<file path="src/rtl/psw_pkg.sv">
// ----------------------------------------------------------------------------
// psw_pkg
// Shared types, command codes, time constants and reciprocal constants for
// the pausable stopwatch and its breakdown pipeline.
// ----------------------------------------------------------------------------
`timescale 1ns / 1ps
`default_nettype none

package psw_pkg;

  // time base constants
  localparam int unsigned USEC_PER_SEC = 1000000;
  localparam int unsigned SEC_PER_DAY  = 86400;
  localparam int unsigned SEC_PER_HOUR = 3600;
  localparam int unsigned SEC_PER_MIN  = 60;

  localparam logic [19:0] USEC_WRAP = 20'(USEC_PER_SEC);
  localparam logic [19:0] USEC_MAX  = 20'(USEC_PER_SEC - 1);

  // remainder widths after whole days and whole hours
  localparam int unsigned REM_DAY_W  = 17;
  localparam int unsigned REM_HOUR_W = 12;

  // days: drop the power-of-two factor, then multiply by a rounded-up reciprocal
  localparam int unsigned DAY_PRE   = 7;
  localparam int unsigned DAY_ODD   = SEC_PER_DAY >> DAY_PRE;
  localparam int unsigned DAY_SHIFT = 35;
  localparam longint unsigned DAY_MAGIC_FULL =
      ((64'd1 << DAY_SHIFT) + 64'(DAY_ODD) - 64'd1) / 64'(DAY_ODD);
  localparam logic [25:0] DAY_MAGIC = 26'(DAY_MAGIC_FULL);

  // hours from the remainder after whole days
  localparam int unsigned HOUR_PRE   = 4;
  localparam int unsigned HOUR_ODD   = SEC_PER_HOUR >> HOUR_PRE;
  localparam int unsigned HOUR_SHIFT = 21;
  localparam longint unsigned HOUR_MAGIC_FULL =
      ((64'd1 << HOUR_SHIFT) + 64'(HOUR_ODD) - 64'd1) / 64'(HOUR_ODD);
  localparam logic [13:0] HOUR_MAGIC = 14'(HOUR_MAGIC_FULL);

  // minutes from the remainder after whole hours
  localparam int unsigned MIN_SHIFT = 18;
  localparam longint unsigned MIN_MAGIC_FULL =
      ((64'd1 << MIN_SHIFT) + 64'(SEC_PER_MIN) - 64'd1) / 64'(SEC_PER_MIN);
  localparam logic [12:0] MIN_MAGIC = 13'(MIN_MAGIC_FULL);

  // command codes
  typedef enum logic [2:0] {
    CMD_QUERY = 3'd0,
    CMD_START = 3'd1,
    CMD_STOP  = 3'd2,
    CMD_RESET = 3'd3,
    CMD_PAUSE = 3'd4
  } cmd_t;

  typedef struct packed {
    logic [31:0] sec;
    logic [19:0] usec;
  } stamp_t;

  typedef struct packed {
    logic [2:0]  cmd;
    logic [31:0] now_sec;
    logic [19:0] now_usec;
  } in_item_t;

  typedef struct packed {
    logic        running;
    logic        held;
    logic [31:0] elapsed_sec;
    logic [19:0] elapsed_usec;
    logic [15:0] part_days;
    logic [4:0]  part_hours;
    logic [5:0]  part_minutes;
    logic [5:0]  part_seconds;
  } out_item_t;

  // flags and marks after the command, travelling with the current time
  typedef struct packed {
    logic   running;
    logic   held;
    stamp_t now;
    stamp_t mark;
    stamp_t hold;
  } track_t;

  // elapsed time with the registered day product
  typedef struct packed {
    logic        running;
    logic        held;
    stamp_t      elap;
    logic [50:0] day_prod;
  } elapsed_t;

  // saturating difference a - b, microseconds of b below one million
  function automatic stamp_t time_diff(stamp_t a, stamp_t b);
    stamp_t r;
    logic   later;
    logic   borrow;
    later  = {a.sec, a.usec} > {b.sec, b.usec};
    borrow = a.usec < b.usec;
    r.sec  = a.sec - b.sec - {31'd0, borrow};
    r.usec = a.usec - b.usec + (borrow ? USEC_WRAP : 20'd0);
    if (!later) begin
      r = '0;
    end
    return r;
  endfunction

endpackage

`default_nettype wire

</file>
<file path="src/rtl/psw_track.sv">
// ----------------------------------------------------------------------------
// psw_track
// Input register, stopwatch state and command decode; passes the updated
// flags and marks on with the current time.
// ----------------------------------------------------------------------------
`timescale 1ns / 1ps
`default_nettype none

module psw_track
  import psw_pkg::*;
(
  input  wire logic     clk,
  input  wire logic     rst,
  input  wire in_item_t in_item,
  input  wire logic     load_in,
  input  wire logic     load_trk,
  input  wire logic     step,
  output track_t        trk
);

  in_item_t cap;
  stamp_t   now;
  logic     is_running;
  logic     is_held;
  stamp_t   mark;
  stamp_t   hold;

  logic     is_running_next;
  logic     is_held_next;
  stamp_t   mark_next;
  stamp_t   hold_next;
  stamp_t   delta;

  // input register, microseconds clamped below one second
  always_ff @(posedge clk) begin
    if (load_in) begin
      cap.cmd      <= in_item.cmd;
      cap.now_sec  <= in_item.now_sec;
      cap.now_usec <= (in_item.now_usec > USEC_MAX) ? USEC_MAX : in_item.now_usec;
    end
  end

  assign now.sec  = cap.now_sec;
  assign now.usec = cap.now_usec;

  // one shared difference: resume subtracts the held time, pause the start mark
  assign delta = time_diff(now, is_held ? hold : mark);

  // command decode
  always_comb begin
    is_running_next = is_running;
    is_held_next    = is_held;
    mark_next       = mark;
    hold_next       = hold;
    unique case (cap.cmd)
      CMD_START: begin
        if (is_held) begin
          is_held_next = 1'b0;
          mark_next    = delta;
        end else begin
          is_running_next = 1'b1;
          mark_next       = now;
        end
      end
      CMD_STOP: begin
        is_running_next = 1'b0;
        is_held_next    = 1'b0;
      end
      CMD_RESET: begin
        is_running_next = 1'b1;
        is_held_next    = 1'b0;
        mark_next       = now;
      end
      CMD_PAUSE: begin
        if (is_running && !is_held) begin
          is_held_next = 1'b1;
          hold_next    = delta;
        end
      end
      default: begin
      end
    endcase
  end

  // stopwatch state, updated as a transaction leaves the input register
  always_ff @(posedge clk) begin
    if (rst) begin
      is_running <= 1'b0;
      is_held    <= 1'b0;
      mark       <= '0;
      hold       <= '0;
    end else if (step) begin
      is_running <= is_running_next;
      is_held    <= is_held_next;
      mark       <= mark_next;
      hold       <= hold_next;
    end
  end

  // snapshot after the command
  always_ff @(posedge clk) begin
    if (load_trk) begin
      trk.running <= is_running_next;
      trk.held    <= is_held_next;
      trk.now     <= now;
      trk.mark    <= mark_next;
      trk.hold    <= hold_next;
    end
  end

endmodule

`default_nettype wire

</file>
<file path="src/rtl/psw_elapsed.sv">
// ----------------------------------------------------------------------------
// psw_elapsed
// Elapsed time from the snapshot, then the day reciprocal product.
// ----------------------------------------------------------------------------
`timescale 1ns / 1ps
`default_nettype none

module psw_elapsed
  import psw_pkg::*;
(
  input  wire logic   clk,
  input  wire track_t trk,
  input  wire logic   load_elap,
  input  wire logic   load_prod,
  output elapsed_t    elp
);

  logic   run_q;
  logic   held_q;
  stamp_t elap;
  stamp_t elap_next;

  // held value while paused, zero while stopped
  always_comb begin
    if (!trk.running) begin
      elap_next = '0;
    end else if (trk.held) begin
      elap_next = trk.hold;
    end else begin
      elap_next = time_diff(trk.now, trk.mark);
    end
  end

  always_ff @(posedge clk) begin
    if (load_elap) begin
      run_q  <= trk.running;
      held_q <= trk.held;
      elap   <= elap_next;
    end
  end

  // whole days as a product with the reciprocal of the odd factor
  always_ff @(posedge clk) begin
    if (load_prod) begin
      elp.running  <= run_q;
      elp.held     <= held_q;
      elp.elap     <= elap;
      elp.day_prod <= 51'(elap.sec[31:DAY_PRE]) * 51'(DAY_MAGIC);
    end
  end

endmodule

`default_nettype wire

</file>
<file path="src/rtl/psw_split.sv">
// ----------------------------------------------------------------------------
// psw_split
// Breakdown of the elapsed seconds into days, hours, minutes and seconds,
// one reciprocal multiply or one back-multiply and subtract per stage.
// ----------------------------------------------------------------------------
`timescale 1ns / 1ps
`default_nettype none

module psw_split
  import psw_pkg::*;
(
  input  wire logic     clk,
  input  wire elapsed_t elp,
  input  wire logic     load_day,
  input  wire logic     load_hprod,
  input  wire logic     load_hour,
  input  wire logic     load_mprod,
  input  wire logic     load_out,
  output out_item_t     out_item
);

  typedef struct packed {
    logic        running;
    logic        held;
    stamp_t      elap;
    logic [15:0] days;
  } carry_t;

  carry_t                  c4;
  carry_t                  c5;
  carry_t                  c6;
  carry_t                  c7;
  logic [REM_DAY_W-1:0]    rem_day4;
  logic [REM_DAY_W-1:0]    rem_day5;
  logic [26:0]             hr_prod;
  logic [4:0]              hours6;
  logic [4:0]              hours7;
  logic [REM_HOUR_W-1:0]   rem_hour6;
  logic [REM_HOUR_W-1:0]   rem_hour7;
  logic [24:0]             min_prod;
  logic [15:0]             days_next;
  logic [4:0]              hours_next;
  logic [5:0]              minutes_next;

  assign days_next    = 16'(elp.day_prod >> DAY_SHIFT);
  assign hours_next   = 5'(hr_prod >> HOUR_SHIFT);
  assign minutes_next = 6'(min_prod >> MIN_SHIFT);

  // whole days and the seconds left within the day
  always_ff @(posedge clk) begin
    if (load_day) begin
      c4.running <= elp.running;
      c4.held    <= elp.held;
      c4.elap    <= elp.elap;
      c4.days    <= days_next;
      rem_day4   <= REM_DAY_W'(elp.elap.sec - (32'(days_next) * SEC_PER_DAY));
    end
  end

  // hour reciprocal product
  always_ff @(posedge clk) begin
    if (load_hprod) begin
      c5       <= c4;
      rem_day5 <= rem_day4;
      hr_prod  <= 27'(rem_day4[REM_DAY_W-1:HOUR_PRE]) * 27'(HOUR_MAGIC);
    end
  end

  // whole hours and the seconds left within the hour
  always_ff @(posedge clk) begin
    if (load_hour) begin
      c6        <= c5;
      hours6    <= hours_next;
      rem_hour6 <= REM_HOUR_W'(rem_day5 - REM_DAY_W'(hours_next) * REM_DAY_W'(SEC_PER_HOUR));
    end
  end

  // minute reciprocal product
  always_ff @(posedge clk) begin
    if (load_mprod) begin
      c7        <= c6;
      hours7    <= hours6;
      rem_hour7 <= rem_hour6;
      min_prod  <= 25'(rem_hour6) * 25'(MIN_MAGIC);
    end
  end

  // result register
  always_ff @(posedge clk) begin
    if (load_out) begin
      out_item.running      <= c7.running;
      out_item.held         <= c7.held;
      out_item.elapsed_sec  <= c7.elap.sec;
      out_item.elapsed_usec <= c7.elap.usec;
      out_item.part_days    <= c7.days;
      out_item.part_hours   <= hours7;
      out_item.part_minutes <= minutes_next;
      out_item.part_seconds <=
          6'(rem_hour7 - REM_HOUR_W'(minutes_next) * REM_HOUR_W'(SEC_PER_MIN));
    end
  end

endmodule

`default_nettype wire

</file>
<file path="src/rtl/pausable_stopwatch.sv">
// ----------------------------------------------------------------------------
// pausable_stopwatch
// Stopwatch with start/resume, stop, reset and pause commands; every command
// returns the flags, the elapsed time and its day/hour/minute/second split.
//
//   channel  | handshake             | payload
//   ---------+-----------------------+---------------------------------------
//   input    | in_valid / in_ready   | in_item  (cmd, now_sec, now_usec)
//   output   | out_valid / out_ready | out_item (flags, elapsed, breakdown)
//
// One transaction per cycle sustained while out_ready stays high; out_valid rises
// once the transaction has passed the nine register stages (input, state update,
// elapsed difference, three reciprocal products, two back-subtracts, result),
// the first of which loads at acceptance.
// Stopwatch state changes as a transaction leaves the input register, so a
// command sees every earlier one. Reset is synchronous and clears the flags,
// the marks and all stage valids. A stalled output holds its stage; earlier
// stages keep filling bubbles, so input is taken while a result waits until
// all nine stages hold a transaction.
// ----------------------------------------------------------------------------
`timescale 1ns / 1ps
`default_nettype none

module pausable_stopwatch
  import psw_pkg::*;
(
  input  wire logic      clk,
  input  wire logic      rst,
  input  wire logic      in_valid,
  output logic           in_ready,
  input  wire in_item_t  in_item,
  output logic           out_valid,
  input  wire logic      out_ready,
  output out_item_t      out_item
);

  localparam int unsigned DEPTH = 9;

  logic [DEPTH-1:0] vld;
  logic [DEPTH:0]   adv;
  track_t           trk;
  elapsed_t         elp;

  // a stage may load when it is empty or its contents move on
  always_comb begin
    adv[DEPTH] = out_ready;
    for (int i = DEPTH - 1; i >= 0; i--) begin
      adv[i] = !vld[i] || adv[i+1];
    end
  end

  // stage valids
  always_ff @(posedge clk) begin
    if (rst) begin
      vld <= '0;
    end else begin
      if (adv[0]) begin
        vld[0] <= in_valid;
      end
      for (int i = 1; i < DEPTH; i++) begin
        if (adv[i]) begin
          vld[i] <= vld[i-1];
        end
      end
    end
  end

  assign in_ready  = adv[0];
  assign out_valid = vld[DEPTH-1];

  psw_track u_track (
    .clk      (clk),
    .rst      (rst),
    .in_item  (in_item),
    .load_in  (adv[0]),
    .load_trk (adv[1]),
    .step     (vld[0] && adv[1]),
    .trk      (trk)
  );

  psw_elapsed u_elapsed (
    .clk       (clk),
    .trk       (trk),
    .load_elap (adv[2]),
    .load_prod (adv[3]),
    .elp       (elp)
  );

  psw_split u_split (
    .clk        (clk),
    .elp        (elp),
    .load_day   (adv[4]),
    .load_hprod (adv[5]),
    .load_hour  (adv[6]),
    .load_mprod (adv[7]),
    .load_out   (adv[8]),
    .out_item   (out_item)
  );

  // a pause never outlives the running flag
  a_held_running: assert property (@(posedge clk) disable iff (rst)
    out_valid |-> (!out_item.held || out_item.running))
    else $error("held result without running");

  // stopped stopwatch reports no elapsed time
  a_stopped_zero: assert property (@(posedge clk) disable iff (rst)
    (out_valid && !out_item.running) |->
      (out_item.elapsed_sec == 32'd0 && out_item.elapsed_usec == 20'd0))
    else $error("elapsed time while stopped");

  // breakdown fields within their ranges
  a_split_range: assert property (@(posedge clk) disable iff (rst)
    out_valid |-> (out_item.part_hours < 5'd24 && out_item.part_minutes < 6'd60 &&
                   out_item.part_seconds < 6'd60 && out_item.elapsed_usec < USEC_WRAP))
    else $error("breakdown out of range");

  // breakdown adds back up to the elapsed seconds
  a_split_sum: assert property (@(posedge clk) disable iff (rst)
    out_valid |-> ((32'(out_item.part_days) * SEC_PER_DAY +
                    32'(out_item.part_hours) * SEC_PER_HOUR +
                    32'(out_item.part_minutes) * SEC_PER_MIN +
                    32'(out_item.part_seconds)) == out_item.elapsed_sec))
    else $error("breakdown does not match elapsed seconds");

  // an empty input stage always takes a transaction
  a_empty_ready: assert property (@(posedge clk) disable iff (rst)
    (!vld[0] && out_valid && !out_ready) |-> in_ready)
    else $error("input refused while input register empty");

endmodule

`default_nettype wire

</file>
<file path="config.mk">
export PLATFORM = sky130hd
export DESIGN_NAME = pausable_stopwatch
export DESIGN_NICKNAME = d
export VERILOG_FILES = /design/src/rtl/psw_pkg.sv /design/src/rtl/psw_track.sv /design/src/rtl/psw_elapsed.sv /design/src/rtl/psw_split.sv /design/src/rtl/pausable_stopwatch.sv
export SDC_FILE = /design/constraint.sdc
export NUM_CORES = 2
export LEC_CHECK = 0
export BUFFER_PORTS_ARGS = -buffer_cell sky130_fd_sc_hd__buf_2
export CAP_MARGIN = 25
export CORE_AREA = 2 2 302 603
export DETAILED_ROUTE_END_ITERATION = 12
export DIE_AREA = 0 0 304 605
export PLACE_DENSITY_LB_ADDON = 0.2
export SLEW_MARGIN = 25
export SYNTH_ARGS = -nofsm -noshare
export SYNTH_HDL_FRONTEND = slang
export SYNTH_SLANG_ARGS = --single-unit
</file>
<file path="constraint.sdc">
create_clock -name clk -period 15.7 [get_ports clk]
set_clock_uncertainty 0.2 [all_clocks]
set_input_delay 0.785 -clock clk [delete_from_list [all_inputs] [get_ports clk]]
set_output_delay 0.785 -clock clk [all_outputs]
set_load 0.01 [all_outputs]
</file>
==> flow_summary.ini <==
[final_layout]
layout.nets = 5833
final_cell_mix = inv_1, edfxtp_1, ha_1
syn2layout_area_growth_pct = 12.5
layout_commonest_cell = inv_1
layout-drive-gt1-share = 0.0764
fill_cells = 17900

[synthesis]
syn-cell-area_um2 = 53500
syn_nets = 5654
synth_enable_flop_cells = 748
syn_inst = 4605
ys_ff_latch = 863
synth-seq-area-share = 0.463
ys.flop_type = edfxtp_1
async_flop_share = 0
synth.avg_cell_area_um2 = 11.6
ys_types = 94
yosys_warnings = 0

[sta]
relSlewSlack = 0.336
worst_slack_ps = 8300
finalSetupTns_ps = 0
fmax_mhz = 135
setup_viol = 0
hold_viol_final = 0
worst_slew_pin_slew_ps = 996
period_share = 0.471
report.final.slew_viol_count = 0
period_needed_ps = 7400
rsz0062_at_grt = false

[clock_network]
clockRootBuffer = clkbuf_16
numCtsBuffers = 85
cts_sinks = 863
clockBufferDepth = 3
h-tree-depth = 3
clock_latency_ps = 740
clkSlewWorstSetupHoldPaths_ps = 60
cts_tree = yes
post_cts_buffers = 0

[job]
drv_cap = 0

[critical_path]
start_kind = register
crit_fanout = 11
setup.worst_path.end_class = register
arrival_ps = 7740
cp.required_ps = 16040
criticalPathCategory = reg -> reg

[routing]
highest_layer = met4
drcViolationCount = 0
via_per_inst = 4.59
dr_wl_met3_mm = 3.50
wirelength_met1_mm = 47.8
wl_mm = 138
wl_per_cell_um = 19.2
vias = 33000
firstDrtPassIters = 5
route.antenna.remaining_nets = 0
drt-initial-drc-count = 1259
wl_met2_mm = 80.1

[die]
die_height_um = 605
ios = 148
chipWidth_um = 304
core_um2 = 179000
start_util = 0.299
fp.dieArea_um2 = 184000
rows = 220

[pwr]
pwr_density_cell_nw_per_um2 = 152
power.leakage_nw = 27.8
vdd_drop_max_v = 0.000101

[global_routing]
grt_max_degree = 71
grt_pass1_vias = 35700
grt_pass1_wl_mm = 211
grt-ovfl-total = 0
antenna_found_initial = 1
track_usage = 0.151

[place]
place_worst_setup_slack_ps = 8270
portBuffers = 147
dpl.hpwl_mm = 111
gp_congestion = 0.899

[outcome]
status = complete, no violations

[hold_path]
hold_class = in -> reg
==> metal layers <==
layer | up-vias | track usage
li1 | 16200 | -
met1 | 16000 | 0.144
met2 | 541 | 0.313
met3 | 229 | 0.0173
met4 | 0 | 0.0758
met5 | - | 0
==> path summary, 6_finish.rpt <==
check / startpoint / to / slack (ps) / cells after the start
hold / removal: in_item[22] / u_track.cap[22] / 50 / 1
hold reg to reg: u_split.c7[3] / u_split.out_item[20] / 200 / 0
setup / recovery: u_elapsed.elap[44] / u_elapsed.elp[50] / 8300 / 20
setup reg to reg: u_elapsed.elap[44] / u_elapsed.elp[50] / 8300 / 20
==> through the flow <==
stage                     power, mW  utilization  hold WS (ps)  instance area, um^2  std cells
after floorplan                6.00            -           200                53500       4605
after CTS                      9.38        0.336         0.129                60200       7184
after global routing           10.0        0.336         0.955                60200       7185
after global placement         7.12        0.319           201                57100       7008
after detailed placement       7.17        0.319           205                57100       7009
final                          9.14        0.336          45.1                60200       7186
==> sequential cells by signal (all words and copies together) (netlist names), 5 cells and up <==
name / flops
u_track.mark: 52
u_split.out_item: 85
u_elapsed.elp: 70
u_split.c6: 66
u_split.min_prod: 6
u_split.hours6: 5
u_split.hr_prod: 8
u_split.c4: 63
u_split.rem_day5: 9
u_split.c7: 70
vld: 9
u_track.hold: 52
u_split.rem_day4: 17
u_track.trk: 158
u_split.c5: 63
u_track.cap: 55
u_split.rem_hour6: 12
u_elapsed.elap: 52
u_split.hours7: 5
==> repair_timing <==
action | in CTS | in global routing
hold buffers | 19 | 0
endpoints found under the hold margin | 19 | 0
resized for setup | 0 | 0
==> where the power goes <==
part / internal, mW / switching (mW) / total [mW]
clock network: 1.16 / 0.964 / 2.12
logic: 1.70 / 2.19 / 3.90
registers: 2.92 / 0.205 / 3.12
==> synth_stat cells, types with 5 or more instances <==
| library cell | count | share of area |
|---|---|---|
| or3_1 | 10 | 0.0012 |
| nand2_1 | 288 | 0.020 |
| o21bai_1 | 30 | 0.0042 |
| edfxtp_1 | 748 | 0.42 |
| a21oi_1 | 245 | 0.023 |
| a31oi_1 | 19 | 0.0022 |
| and3_1 | 22 | 0.0026 |
| a22o_1 | 12 | 0.0020 |
| mux2i_1 | 59 | 0.011 |
| o22ai_1 | 7 | 0.00082 |
| xnor2_1 | 99 | 0.016 |
| nor2_1 | 150 | 0.011 |
| buf_2 | 10 | 0.00094 |
| o2111ai_1 | 5 | 0.00082 |
| o21ai_1 | 73 | 0.0068 |
| o21a_1 | 20 | 0.0028 |
| a211oi_1 | 25 | 0.0035 |
| o31a_1 | 5 | 0.00082 |
| nand3b_1 | 6 | 0.00084 |
| dfxtp_1 | 115 | 0.043 |
| a21o_1 | 71 | 0.010 |
| nand2b_1 | 32 | 0.0037 |
| o221ai_1 | 5 | 0.00082 |
| o21ai_0 | 134 | 0.013 |
| nor2b_1 | 51 | 0.0060 |
| inv_1 | 837 | 0.059 |
| fa_1 | 251 | 0.094 |
| o211ai_1 | 14 | 0.0020 |
| a2111oi_0 | 5 | 0.00082 |
| xor2_1 | 62 | 0.010 |
| and2_1 | 22 | 0.0026 |
| nor4_1 | 7 | 0.00082 |
| ha_1 | 739 | 0.17 |
| nand4_1 | 26 | 0.0030 |
| nand3_1 | 52 | 0.0049 |
| o31ai_1 | 46 | 0.0065 |
| a221oi_1 | 8 | 0.0013 |
| clkbuf_1 | 97 | 0.0068 |
| nor3_1 | 53 | 0.0050 |
| and4_1 | 9 | 0.0015 |
| a22oi_1 | 43 | 0.0060 |
==> logic make-up (layout without fill, tap and decap cells) <==
group,after synthesis,count (layout),synth area share
adders and majority gates,990,990,0.267
other,0,2,0
xor gates and xnor gates,162,162,0.0267
buffers and inverters,948,1196,0.0670
and+or+nand+nor,754,754,0.0666
AOI/OAI and AO/OA,824,824,0.0982
muxes,64,64,0.0121
DFF,863,863,0.463
==> final cells by class <==
class | instances | area (um^2) | share of cell area
clock buffer | 100 | 2200 | 0.0366
tap | 2331 | 2920 | 0.0484
sequential | 863 | 24800 | 0.411
timing repair buffer | 203 | 1220 | 0.0203
antenna | 2 | 5.00 | 0.0000831
inverter | 837 | 3150 | 0.0523
multi-input combinational | 2794 | 25300 | 0.420
clock inverter | 56 | 657 | 0.0109
==> critical path, cell delays in order, from the launching register on <==
cell	delay (ps)
edfxtp_1	730
fa_1	530
ha_1	290
inv_1	50
fa_1	480
inv_1	70
fa_1	590
fa_1	540
fa_1	550
inv_1	60
fa_1	540
inv_1	50
ha_1	330
and4_1	230
o311ai_1	330
nor2_1	120
o41ai_2	480
a21oi_1	200
a2111oi_4	460
a2111oi_0	170
a211oi_1	230
No activity file was read; power rests on OpenSTA's default activity.
